### src/design/dsp_pkg.sv
`default_nettype none

package dsp_pkg;

    // Node storage
    localparam int MAX_NODES = 16;
    localparam int NODE_W    = (MAX_NODES > 1) ? $clog2(MAX_NODES) : 1;
    localparam int CNT_W     = $clog2(MAX_NODES + 1);
    localparam int MAT_DEPTH = 1 << (2 * NODE_W);

    // Field widths
    localparam int DIST_W   = 10;
    localparam int FNODE_W  = 4;
    localparam int SRC_W    = 4;
    localparam int NCOUNT_W = 5;
    localparam int DATA_W   = 32;
    localparam int PADDR_W  = 3;

    localparam logic [DIST_W-1:0] NO_LINK   = DIST_W'(999);
    localparam logic [DIST_W-1:0] ZERO_DIST = '0;

    // Request codes
    localparam logic REQ_SET     = 1'b0;
    localparam logic REQ_COMPUTE = 1'b1;

    // Register indexes (paddr[2])
    localparam logic REG_SOURCE = 1'b0;
    localparam logic REG_COUNT  = 1'b1;

    typedef struct packed {
        logic               req_type;
        logic [FNODE_W-1:0] node_a;
        logic [FNODE_W-1:0] node_b;
        logic [DIST_W-1:0]  cost;
    } dsp_in_t;

    typedef struct packed {
        logic [FNODE_W-1:0] node_index;
        logic [DIST_W-1:0]  distance;
        logic               last;
    } dsp_out_t;

endpackage

`default_nettype wire

### src/design/dense_shortest_path_engine.sv
`default_nettype none

// Dense shortest-path engine. The block keeps a symmetric link-cost matrix in a
// synchronous RAM and answers two kinds of input transfer. A set-cost transfer
// (req_type 0) stores min(cost, 999) at (node_a, node_b) and (node_b, node_a)
// and gives no result. A compute transfer (req_type 1) runs a dense Dijkstra
// search from source_node over the first node_count nodes (0 reads as 1,
// anything above the node limit as the limit) and then streams one result
// transfer per node in index order, last set on the final one; 999 means
// unreachable. With n active nodes a compute first seeds the distance RAM and
// then runs n search passes: the cost-matrix read port delivers one entry per
// cycle and each pass of n reads closes with a write-back of the distance RAM.
// The next minimum is tracked while a pass relaxes, so no separate selection
// scan is needed. A new transfer is taken once the final result has been
// loaded into the output register, even if it still waits there. Matrix
// entries that were never written must not be reached by a search.
// Configuration registers sit at byte 0 (source_node) and byte 4
// (node_count) and may be written only while the block is idle.

module dense_shortest_path_engine
    import dsp_pkg::*;
(
    input  wire logic               clk,
    input  wire logic               rst_n,
    // request channel
    input  wire logic               in_valid,
    output logic                    in_stall,
    input  wire dsp_in_t            in_data,
    // result channel
    output logic                    out_valid,
    input  wire logic               out_stall,
    output dsp_out_t                out_data,
    // configuration port
    input  wire logic               psel,
    input  wire logic               penable,
    input  wire logic               pwrite,
    input  wire logic [PADDR_W-1:0] paddr,
    input  wire logic [DATA_W-1:0]  pwdata,
    output logic [DATA_W-1:0]       prdata,
    output logic                    pready
);

    typedef enum logic [2:0] {
        S_IDLE,
        S_SET,
        S_INIT,
        S_RELAX,
        S_OUT
    } state_t;

    // ------------------------------------------------------------------
    // Storage: cost matrix addressed {row, column}, distance per node.
    // Both are single write, single read, with a registered read.
    // ------------------------------------------------------------------
    logic [DIST_W-1:0] mat_mem  [MAT_DEPTH];
    logic [DIST_W-1:0] dist_mem [MAX_NODES];
    logic [DIST_W-1:0] mat_q_reg;
    logic [DIST_W-1:0] dist_q_reg;

    // Control and datapath registers
    state_t                state_reg,      state_next;
    logic [SRC_W-1:0]      src_reg,        src_next;
    logic [NCOUNT_W-1:0]   ncount_reg,     ncount_next;
    logic [CNT_W-1:0]      n_reg,          n_next;
    logic [NODE_W-1:0]     set_a_reg,      set_a_next;
    logic [NODE_W-1:0]     set_b_reg,      set_b_next;
    logic [DIST_W-1:0]     set_cost_reg,   set_cost_next;
    logic                  set_ok_reg,     set_ok_next;
    logic [CNT_W-1:0]      step_reg,       step_next;
    logic [CNT_W-1:0]      pass_reg,       pass_next;
    logic [NODE_W-1:0]     pick_reg,       pick_next;
    logic [DIST_W-1:0]     best_reg,       best_next;
    logic [MAX_NODES-1:0]  visited_reg,    visited_next;
    logic [DIST_W:0]       cand_best_reg,  cand_best_next;
    logic [NODE_W-1:0]     cand_pick_reg,  cand_pick_next;
    logic                  wb_valid_reg,   wb_valid_next;
    logic [NODE_W-1:0]     wb_idx_reg,     wb_idx_next;
    logic                  rd_pend_reg,    rd_pend_next;
    logic [NODE_W-1:0]     rd_idx_reg,     rd_idx_next;
    logic                  rd_last_reg,    rd_last_next;
    logic                  out_valid_reg,  out_valid_next;
    dsp_out_t              out_reg,        out_next;

    // Memory port controls
    logic                  mat_we;
    logic [2*NODE_W-1:0]   mat_waddr;
    logic [DIST_W-1:0]     mat_wdata;
    logic                  mat_re;
    logic [2*NODE_W-1:0]   mat_raddr;
    logic                  dist_we;
    logic [NODE_W-1:0]     dist_waddr;
    logic [DIST_W-1:0]     dist_wdata;
    logic                  dist_re;
    logic [NODE_W-1:0]     dist_raddr;

    // Helpers
    logic                  in_take;
    logic                  cfg_write;
    logic                  cfg_sel;
    logic [CNT_W-1:0]      n_act;
    logic [DIST_W-1:0]     cost_sat;
    logic                  ab_ok;
    logic [NODE_W-1:0]     step_idx;
    logic                  step_more;
    logic                  step_final;
    logic [DIST_W:0]       via;
    logic                  via_less;
    logic [DIST_W-1:0]     new_dist;
    logic                  cand_take;
    logic [DIST_W:0]       cand_best_upd;
    logic [NODE_W-1:0]     cand_pick_upd;
    logic                  pass_end;
    logic                  src_in_run;
    logic                  out_free;
    logic                  out_issue;
    logic                  out_load;

    assign in_stall  = (state_reg != S_IDLE);
    assign in_take   = in_valid && !in_stall;
    assign out_valid = out_valid_reg;
    assign out_data  = out_reg;
    assign pready    = 1'b1;
    assign cfg_write = psel && penable && pwrite && pready;
    assign cfg_sel   = paddr[2];

    always_comb
    begin
        unique case (cfg_sel)
            REG_SOURCE: prdata = DATA_W'(src_reg);
            REG_COUNT:  prdata = DATA_W'(ncount_reg);
            default:    prdata = '0;
        endcase
    end

    // Active node count: zero reads as one, above the limit saturates.
    always_comb
    begin
        if (ncount_reg == '0)
            n_act = CNT_W'(1);
        else if (32'(ncount_reg) > 32'(MAX_NODES))
            n_act = CNT_W'(MAX_NODES);
        else
            n_act = CNT_W'(ncount_reg);
    end

    assign cost_sat   = (in_data.cost > NO_LINK) ? NO_LINK : in_data.cost;
    assign ab_ok      = (32'(in_data.node_a) < 32'(MAX_NODES)) &&
                        (32'(in_data.node_b) < 32'(MAX_NODES));
    assign step_idx   = step_reg[NODE_W-1:0];
    assign step_more  = (step_reg < n_reg);
    assign step_final = (step_reg == n_reg - CNT_W'(1));
    assign src_in_run = (32'(src_reg) < 32'(n_reg));

    // Relaxation of the node whose reads came back this cycle
    assign via      = {1'b0, best_reg} + {1'b0, mat_q_reg};
    assign via_less = (via < {1'b0, dist_q_reg});
    assign new_dist = via_less ? via[DIST_W-1:0] : dist_q_reg;

    // Running minimum over unvisited nodes, lowest index wins on ties
    assign cand_take     = wb_valid_reg && !visited_reg[wb_idx_reg] &&
                           ({1'b0, new_dist} < cand_best_reg);
    assign cand_best_upd = cand_take ? {1'b0, new_dist} : cand_best_reg;
    assign cand_pick_upd = cand_take ? wb_idx_reg : cand_pick_reg;

    assign pass_end = (state_reg == S_RELAX) && !step_more && wb_valid_reg;

    // Result streaming: the RAM read register holds while the output waits
    assign out_free  = !out_valid_reg || !out_stall;
    assign out_load  = rd_pend_reg && out_free;
    assign out_issue = (state_reg == S_OUT) && step_more && (!rd_pend_reg || out_load);

    // Memory port steering
    always_comb
    begin
        mat_we     = 1'b0;
        mat_waddr  = {set_b_reg, set_a_reg};
        mat_wdata  = set_cost_reg;
        if (in_take && (in_data.req_type == REQ_SET) && ab_ok)
        begin
            mat_we    = 1'b1;
            mat_waddr = {NODE_W'(in_data.node_a), NODE_W'(in_data.node_b)};
            mat_wdata = cost_sat;
        end
        else if ((state_reg == S_SET) && set_ok_reg)
        begin
            mat_we = 1'b1;
        end

        mat_re    = (state_reg == S_RELAX) && step_more;
        mat_raddr = {step_idx, pick_reg};

        dist_we    = 1'b0;
        dist_waddr = step_idx;
        dist_wdata = NO_LINK;
        if (state_reg == S_INIT)
        begin
            dist_we    = 1'b1;
            dist_wdata = (32'(step_reg) == 32'(src_reg)) ? ZERO_DIST : NO_LINK;
        end
        else if ((state_reg == S_RELAX) && wb_valid_reg)
        begin
            dist_we    = 1'b1;
            dist_waddr = wb_idx_reg;
            dist_wdata = new_dist;
        end

        dist_re    = mat_re || out_issue;
        dist_raddr = step_idx;
    end

    // Next-state logic
    always_comb
    begin
        state_next     = state_reg;
        src_next       = src_reg;
        ncount_next    = ncount_reg;
        n_next         = n_reg;
        set_a_next     = set_a_reg;
        set_b_next     = set_b_reg;
        set_cost_next  = set_cost_reg;
        set_ok_next    = set_ok_reg;
        step_next      = step_reg;
        pass_next      = pass_reg;
        pick_next      = pick_reg;
        best_next      = best_reg;
        visited_next   = visited_reg;
        cand_best_next = cand_best_reg;
        cand_pick_next = cand_pick_reg;
        wb_valid_next  = 1'b0;
        wb_idx_next    = wb_idx_reg;
        rd_pend_next   = rd_pend_reg;
        rd_idx_next    = rd_idx_reg;
        rd_last_next   = rd_last_reg;
        out_valid_next = out_valid_reg;
        out_next       = out_reg;

        if (cfg_write)
        begin
            unique case (cfg_sel)
                REG_SOURCE: src_next    = pwdata[SRC_W-1:0];
                REG_COUNT:  ncount_next = pwdata[NCOUNT_W-1:0];
                default:    src_next    = src_reg;
            endcase
        end

        // Output register: load a fresh result or drop the one taken
        if (out_load)
        begin
            out_valid_next      = 1'b1;
            out_next.node_index = FNODE_W'(rd_idx_reg);
            out_next.distance   = dist_q_reg;
            out_next.last       = rd_last_reg;
        end
        else if (out_valid_reg && !out_stall)
        begin
            out_valid_next = 1'b0;
        end

        unique case (state_reg)
            S_IDLE:
            begin
                if (in_take)
                begin
                    if (in_data.req_type == REQ_SET)
                    begin
                        set_a_next    = NODE_W'(in_data.node_a);
                        set_b_next    = NODE_W'(in_data.node_b);
                        set_cost_next = cost_sat;
                        set_ok_next   = ab_ok;
                        state_next    = S_SET;
                    end
                    else
                    begin
                        n_next       = n_act;
                        step_next    = '0;
                        pass_next    = '0;
                        visited_next = '0;
                        state_next   = S_INIT;
                    end
                end
            end

            S_SET:
            begin
                state_next = S_IDLE;
            end

            S_INIT:
            begin
                step_next = step_reg + CNT_W'(1);
                if (step_final)
                begin
                    // First pick: the source, or node 0 when every node is at 999
                    pick_next                = src_in_run ? NODE_W'(src_reg) : '0;
                    best_next                = src_in_run ? ZERO_DIST : NO_LINK;
                    visited_next[pick_next]  = 1'b1;
                    cand_best_next           = {1'b0, NO_LINK} + (DIST_W+1)'(1);
                    cand_pick_next           = '0;
                    step_next                = '0;
                    state_next               = S_RELAX;
                end
            end

            S_RELAX:
            begin
                cand_best_next = cand_best_upd;
                cand_pick_next = cand_pick_upd;
                if (step_more)
                begin
                    wb_valid_next = 1'b1;
                    wb_idx_next   = step_idx;
                    step_next     = step_reg + CNT_W'(1);
                end
                if (pass_end)
                begin
                    pass_next = pass_reg + CNT_W'(1);
                    step_next = '0;
                    if (pass_reg + CNT_W'(1) == n_reg)
                    begin
                        state_next = S_OUT;
                    end
                    else
                    begin
                        pick_next               = cand_pick_upd;
                        best_next               = cand_best_upd[DIST_W-1:0];
                        visited_next[pick_next] = 1'b1;
                        cand_best_next          = {1'b0, NO_LINK} + (DIST_W+1)'(1);
                        cand_pick_next          = '0;
                    end
                end
            end

            S_OUT:
            begin
                if (out_issue)
                begin
                    rd_idx_next  = step_idx;
                    rd_last_next = step_final;
                    step_next    = step_reg + CNT_W'(1);
                end
                // Leave once the final result sits in the output register
                if (out_load && rd_last_reg)
                    state_next = S_IDLE;
            end

            default:
            begin
                state_next = S_IDLE;
            end
        endcase

        if (out_issue)
            rd_pend_next = 1'b1;
        else if (out_load)
            rd_pend_next = 1'b0;
    end

    always_ff @(posedge clk or negedge rst_n)
    begin
        if (!rst_n)
        begin
            state_reg     <= S_IDLE;
            src_reg       <= '0;
            ncount_reg    <= NCOUNT_W'(16);
            n_reg         <= CNT_W'(1);
            set_a_reg     <= '0;
            set_b_reg     <= '0;
            set_cost_reg  <= '0;
            set_ok_reg    <= 1'b0;
            step_reg      <= '0;
            pass_reg      <= '0;
            pick_reg      <= '0;
            best_reg      <= '0;
            visited_reg   <= '0;
            cand_best_reg <= '0;
            cand_pick_reg <= '0;
            wb_valid_reg  <= 1'b0;
            wb_idx_reg    <= '0;
            rd_pend_reg   <= 1'b0;
            rd_idx_reg    <= '0;
            rd_last_reg   <= 1'b0;
            out_valid_reg <= 1'b0;
            out_reg       <= '0;
        end
        else
        begin
            state_reg     <= state_next;
            src_reg       <= src_next;
            ncount_reg    <= ncount_next;
            n_reg         <= n_next;
            set_a_reg     <= set_a_next;
            set_b_reg     <= set_b_next;
            set_cost_reg  <= set_cost_next;
            set_ok_reg    <= set_ok_next;
            step_reg      <= step_next;
            pass_reg      <= pass_next;
            pick_reg      <= pick_next;
            best_reg      <= best_next;
            visited_reg   <= visited_next;
            cand_best_reg <= cand_best_next;
            cand_pick_reg <= cand_pick_next;
            wb_valid_reg  <= wb_valid_next;
            wb_idx_reg    <= wb_idx_next;
            rd_pend_reg   <= rd_pend_next;
            rd_idx_reg    <= rd_idx_next;
            rd_last_reg   <= rd_last_next;
            out_valid_reg <= out_valid_next;
            out_reg       <= out_next;
        end
    end

    // RAMs: no reset, contents defined only once written
    always_ff @(posedge clk)
    begin
        if (mat_we)
            mat_mem[mat_waddr] <= mat_wdata;
        if (mat_re)
            mat_q_reg <= mat_mem[mat_raddr];
        if (dist_we)
            dist_mem[dist_waddr] <= dist_wdata;
        if (dist_re)
            dist_q_reg <= dist_mem[dist_raddr];
    end

endmodule

`default_nettype wire

### config.mk
export PLATFORM = sky130hd
export DESIGN_NAME = dense_shortest_path_engine
export DESIGN_NICKNAME = d
export VERILOG_FILES = /design/src/design/dsp_pkg.sv /design/src/design/dense_shortest_path_engine.sv
export SDC_FILE = /design/constraint.sdc
export NUM_CORES = 2
export LEC_CHECK = 0
export BUFFER_PORTS_ARGS = -buffer_cell sky130_fd_sc_hd__buf_2
export CAP_MARGIN = 20
export CORE_ASPECT_RATIO = 2
export CORE_UTILIZATION = 25
export DETAILED_ROUTE_END_ITERATION = 10
export GPL_ROUTABILITY_DRIVEN = 0
export GPL_TIMING_DRIVEN = 0
export PLACE_DENSITY = 0.48
export SLEW_MARGIN = 10
export SYNTH_ARGS = -nofsm -noshare
export SYNTH_HDL_FRONTEND = slang
export SYNTH_SLANG_ARGS = --single-unit
### constraint.sdc
create_clock -name clk -period 13.68 [get_ports clk]
set_input_delay 1.368 -clock clk [delete_from_list [all_inputs] [get_ports clk]]
set_output_delay 1.368 -clock clk [all_outputs]
set_load 0.005 [all_outputs]
# Word level (Yosys, flattened, before mapping)
# Memories as Yosys holds them, arrays and structs flattened. A register that Yosys moved wholly into a read port is not among the register bits.
# Index checks and enable logic that the tools add are counted.
# word_totals
memories,2
ff_bits,118
romBits,0
inputBits,61
latchBits,0
ram_bits,2720
wordCells,183
# op_classes
n_lt_le_gt_ge,11
bitwise_logic,4
n_mul,0
mux,74
n_reduce_logical,48
shift,0
eq_ne,16
div_mod_pow,0
add_sub_neg,4
# mem_list
name,words,word_bits,rd,rd_ports_with_merged_regs,write_ports,line_no,rtl
mat_mem,256,10,1,1,1,dense_shortest_path_engine.sv:55,logic [DIST_W-1:0] mat_mem [MAT_DEPTH];
dist_mem,16,10,1,1,1,dense_shortest_path_engine.sv:56,logic [DIST_W-1:0] dist_mem [MAX_NODES];
# op_table
operator,count
two-way mux 10 bit,10
two-way mux 16 bit,5
case mux 32 bit (2 select lines),1
case mux 16 bit (3 select lines),1
two-way mux 5 bit,9
two-way mux 11 bit,4
two-way mux 4 bit,10
bitwise OR 16 bit,2
case mux 11 bit (2 select lines),1
case mux 10 bit (2 select lines),1
case mux 5 bit (4 select lines),1
logical AND 1 bit,18
two-way mux 1 bit,17
case mux 4 bit (2 select lines),2
"less-than comparator 4 x 5 -> 1 bit, second input constant",3
two-way mux 3 bit,5
"!= test 2 bit, second input constant",6
case mux 3 bit (4 select lines),1
adder 10 x 10 -> 11 bit,1
less-than comparator 10 x 11 -> 1 bit,1
less-than comparator 11 x 10 -> 1 bit,1
"adder 5 x 1 -> 5 bit, second input constant",2
== test 5 bit,2
"greater-than comparator 10 bit, second input constant",1
29 further kinds,52

# Depth between registers and ports, before layout
# logic_depth
ltp_word,14
ltp_mapped,26
ltp_nobuf,24

# Least setup slack after synthesis
# No wires, ideal clock.
# synth_timing
kind,input to register
start,in in_data[18] (netlist name)
end,"mem mat_mem[0][3], data pin"
setup_ns,2.186
arrival_ns,12.040
t_required_ns,11.494
path_slack_ns,-0.546
path_stages,5
cell_sequence,nor2_1 nand2_1 clkbuf_1 clkbuf_1 o21ai_0
# synth_via
elab_chain_len,3
# synth_lines
element,line_no,rtl
"start, declared",dense_shortest_path_engine.sv:28,"input wire dsp_in_t in_data,"
inverter 1 bit (no source line),-,
logical AND 1 bit,dense_shortest_path_engine.sv:178,if (in_take && (in_data.req_type == REQ_SET) && ab_ok)
two-way mux 10 bit,dense_shortest_path_engine.sv:178,
named net mat_wdata[3],dense_shortest_path_engine.sv:87,logic [DIST_W-1:0] mat_wdata;
"end, declared",dense_shortest_path_engine.sv:55,
# The timed path passes the listed nets, and every way through them passes these cells.

==> metrics.txt <==
crit path from=pick_reg[1]; Avg Cell Area, Syn=roughly 22 um2; Seq cells post-synth=around 2900; startpoint types=register; crit-path most repeated cell=clkbuf_1; CP Cell Sequence=clkbuf_1, buf_8, clkbuf_1, clkbuf_1, mux4_2, mux4_2, a22oi_1, nand2_1, a22oi_1, o221ai_1; nets=5771; CTS buffer count=between 200 and 250; Cells after Synth=around 5200; post_cts resized=0; Critical Path Fanout Max=10; chip height=950 um; largest net degree at the start of global routing=about 90; actual slew at the worst max-slew pin=between 1 and 1.5 ns; status=finished clean; Synth-to-Final Area Change=16.5%; Ys Warns=0; Largest register FFs=roughly 2600; via count=54427; worst vdd ir=~0.14 mV; normalized max-slew margin=0.184; fmax=161 MHz; Final Cycle Share=0.453; initial antenna violation count=8; DR DRC count=0; clock root cell=clkbuf_16; Via density=about 4.6; clock latency on the worst-skew pair=0.95 ns; Iter 0 DRT Violations=between 4000 and 5000; RR Startpoint=pick_reg[1]; crit path buf inv count=4; DRT Pass-1 Iters=5; total power=0.0282 W; post-synth design cell area=between 100000 and 150000 um2; Final ANT Viol Nets=0; grt ovf=0; CP peak stage delay=0.92 ns; H-tree depth=4; register area share after synthesis=0.758; fillers=43510; Port-buffer cells=52; drt total wl=about 350000 um; Cell Rows=347; family with the most delay on the worst path=buffers and inverters; Main synth FF type=edfxtp_1; type of the most critical hold path=in -> async; Final Hold Fails=0; IO Pins=between 100 and 150; Initial Util=0.252; Die ar.=approximately 450000 um2; CTS tree=built; Synth area leader=edfxtp_1; area of the multi-input gates=around 26000 um2; ys async rst share=0.0413; Die X=about 480 um; wire per inst=29.5 um; Fin Hold WS=roughly 0.39 ns; post-synth top area share=0.732; synth cell count leaders=2740 x edfxtp_1, 854 x mux4_2, 342 x nor2_1, 185 x clkbuf_1, 176 x nand2_1; Post-DP HPWL=roughly 260000 um; top post-synthesis cells by area=edfxtp_1 73%, mux4_2 17%, dfrtp_1 2.6%; vias in the first global route=57985; Unique masters post-synth=approximately 70; Max Slew Vio Count=0; worst-case clock skew=about 0.062 ns; CP required=14.22 ns; crit path capture type=register; CP Class=reg -> reg; worst path arrival time=6.73 ns; number of synthesized flops with an enable pin=between 2000 and 3000; Core ar.=about 450000 um2; Post CTS Setup Buffer Count=0; Worst path slowest cell=a22oi_1; RSZ-0062 raised after global routing=false; P_leak=just over 40 nW; GRT Overall Usage=0.152; clk sinks=2858; hold buffer count at CTS=0; most numerous cell in the Yosys netlist=edfxtp_1; clock buffer depth=4; Power Density=215 nW/um2; Sequential cell area=85200 um2; min cycle time layout=6.19 ns; # setup viols final=0; clock-pin transition on the worst setup and hold timing paths=approximately 0.080 ns; max_cap viols=0; first-pass GRT wire length=477000 um; layout cells sized above 1=0.292
## final cells by class
type,instances,share of cell area
Sequential cell,2858,0.651
Multi-Input combinational cell,1969,0.198
Tap cell,5933,0.0567
Clock buffer,264,0.0458
Timing Repair Buffer,252,0.0238
Clock inverter,153,0.0120
Buffer,314,0.0110
Inverter,44,0.00126
Antenna cell,14,0.000268
## path summary, 6_finish.rpt
| check | endpoint | slack (ns) | cells after the start |
|---|---|---|---|
| worst min register to register | out_valid | 0.48 | 1 |
| worst max register to register | mat_q_reg[6] | 7.49 | 10 |
| max in group asynchronous | best_reg[7] | 12.50 | 2 |
| worst min-delay path | src_reg[0] | 0.39 | 1 |
| min in group clk | out_valid | 0.48 | 1 |
| worst max-delay path | mat_q_reg[6] | 7.49 | 10 |
## cell families after synthesis
logic type / synth area share
DFF: 0.758
muxes: 0.178
and+or+nand+nor: 0.0243
buffers and inverters: 0.0139
AOI/OAI and AO/OA: 0.0190
adders and majority gates: 0.00452
xor gates and xnor gates: 0.00195
other: 0.0000668
## placed cells by master (no fill, tap or decap), drive strengths merged, types with 53 or more instances in the layout
| master | synthesis | layout |
|---|---|---|
| a22oi | 54 | 54 |
| buf | 129 | 381 |
| clkbuf | 185 | 449 |
| clkinv | 1 | 104 |
| dfrtp | 116 | 116 |
| edfxtp | 2740 | 2740 |
| mux2 | 53 | 53 |
| mux4 | 854 | 854 |
| nand2 | 177 | 177 |
| nor2 | 342 | 342 |
| o21ai | 68 | 68 |
## power breakdown
part	internal [W]	switching (W)	leakage, nW
clock network	0.00373	0.00322	3.69
registers	0.0110	0.000112	26.3
logic	0.00357	0.00654	10.5
total	0.0183	0.00988	40.5
## layer usage
metal  track usage  wire length, um
met5             0               59
met4        0.0929            24400
met3        0.0159            12700
met2         0.308           203000
met1         0.142           108000
## worst register-to-register path: cells and delay by family (launching register included)
kind	cells	cell delay, ns
AO/OA/AOI/OAI	3	1.74
AND/OR/NAND/NOR	1	0.20
multiplexers	2	1.08
flip-flops	1	0.51
buffers and inverters	4	2.32
## stage by stage
| stage | util | setup TNS [ns] | instance area (um2) | setup WS [ns] | std cells |
|---|---|---|---|---|---|
| after floorplan | - | -279.62 | 112000 | -0.546 | 5185 |
| after global placement | 0.269 | -8579.51 | 120000 | -17.34 | 11170 |
| after detailed placement | 0.275 | 0 | 123000 | 7.68 | 11322 |
| after CTS | 0.292 | 0 | 130000 | 7.62 | 11739 |
| after global routing | 0.293 | 0 | 131000 | 7.30 | 11788 |
| final | 0.293 | 0 | 131000 | 7.49 | 11801 |
Power figures use the tool's default switching activity.
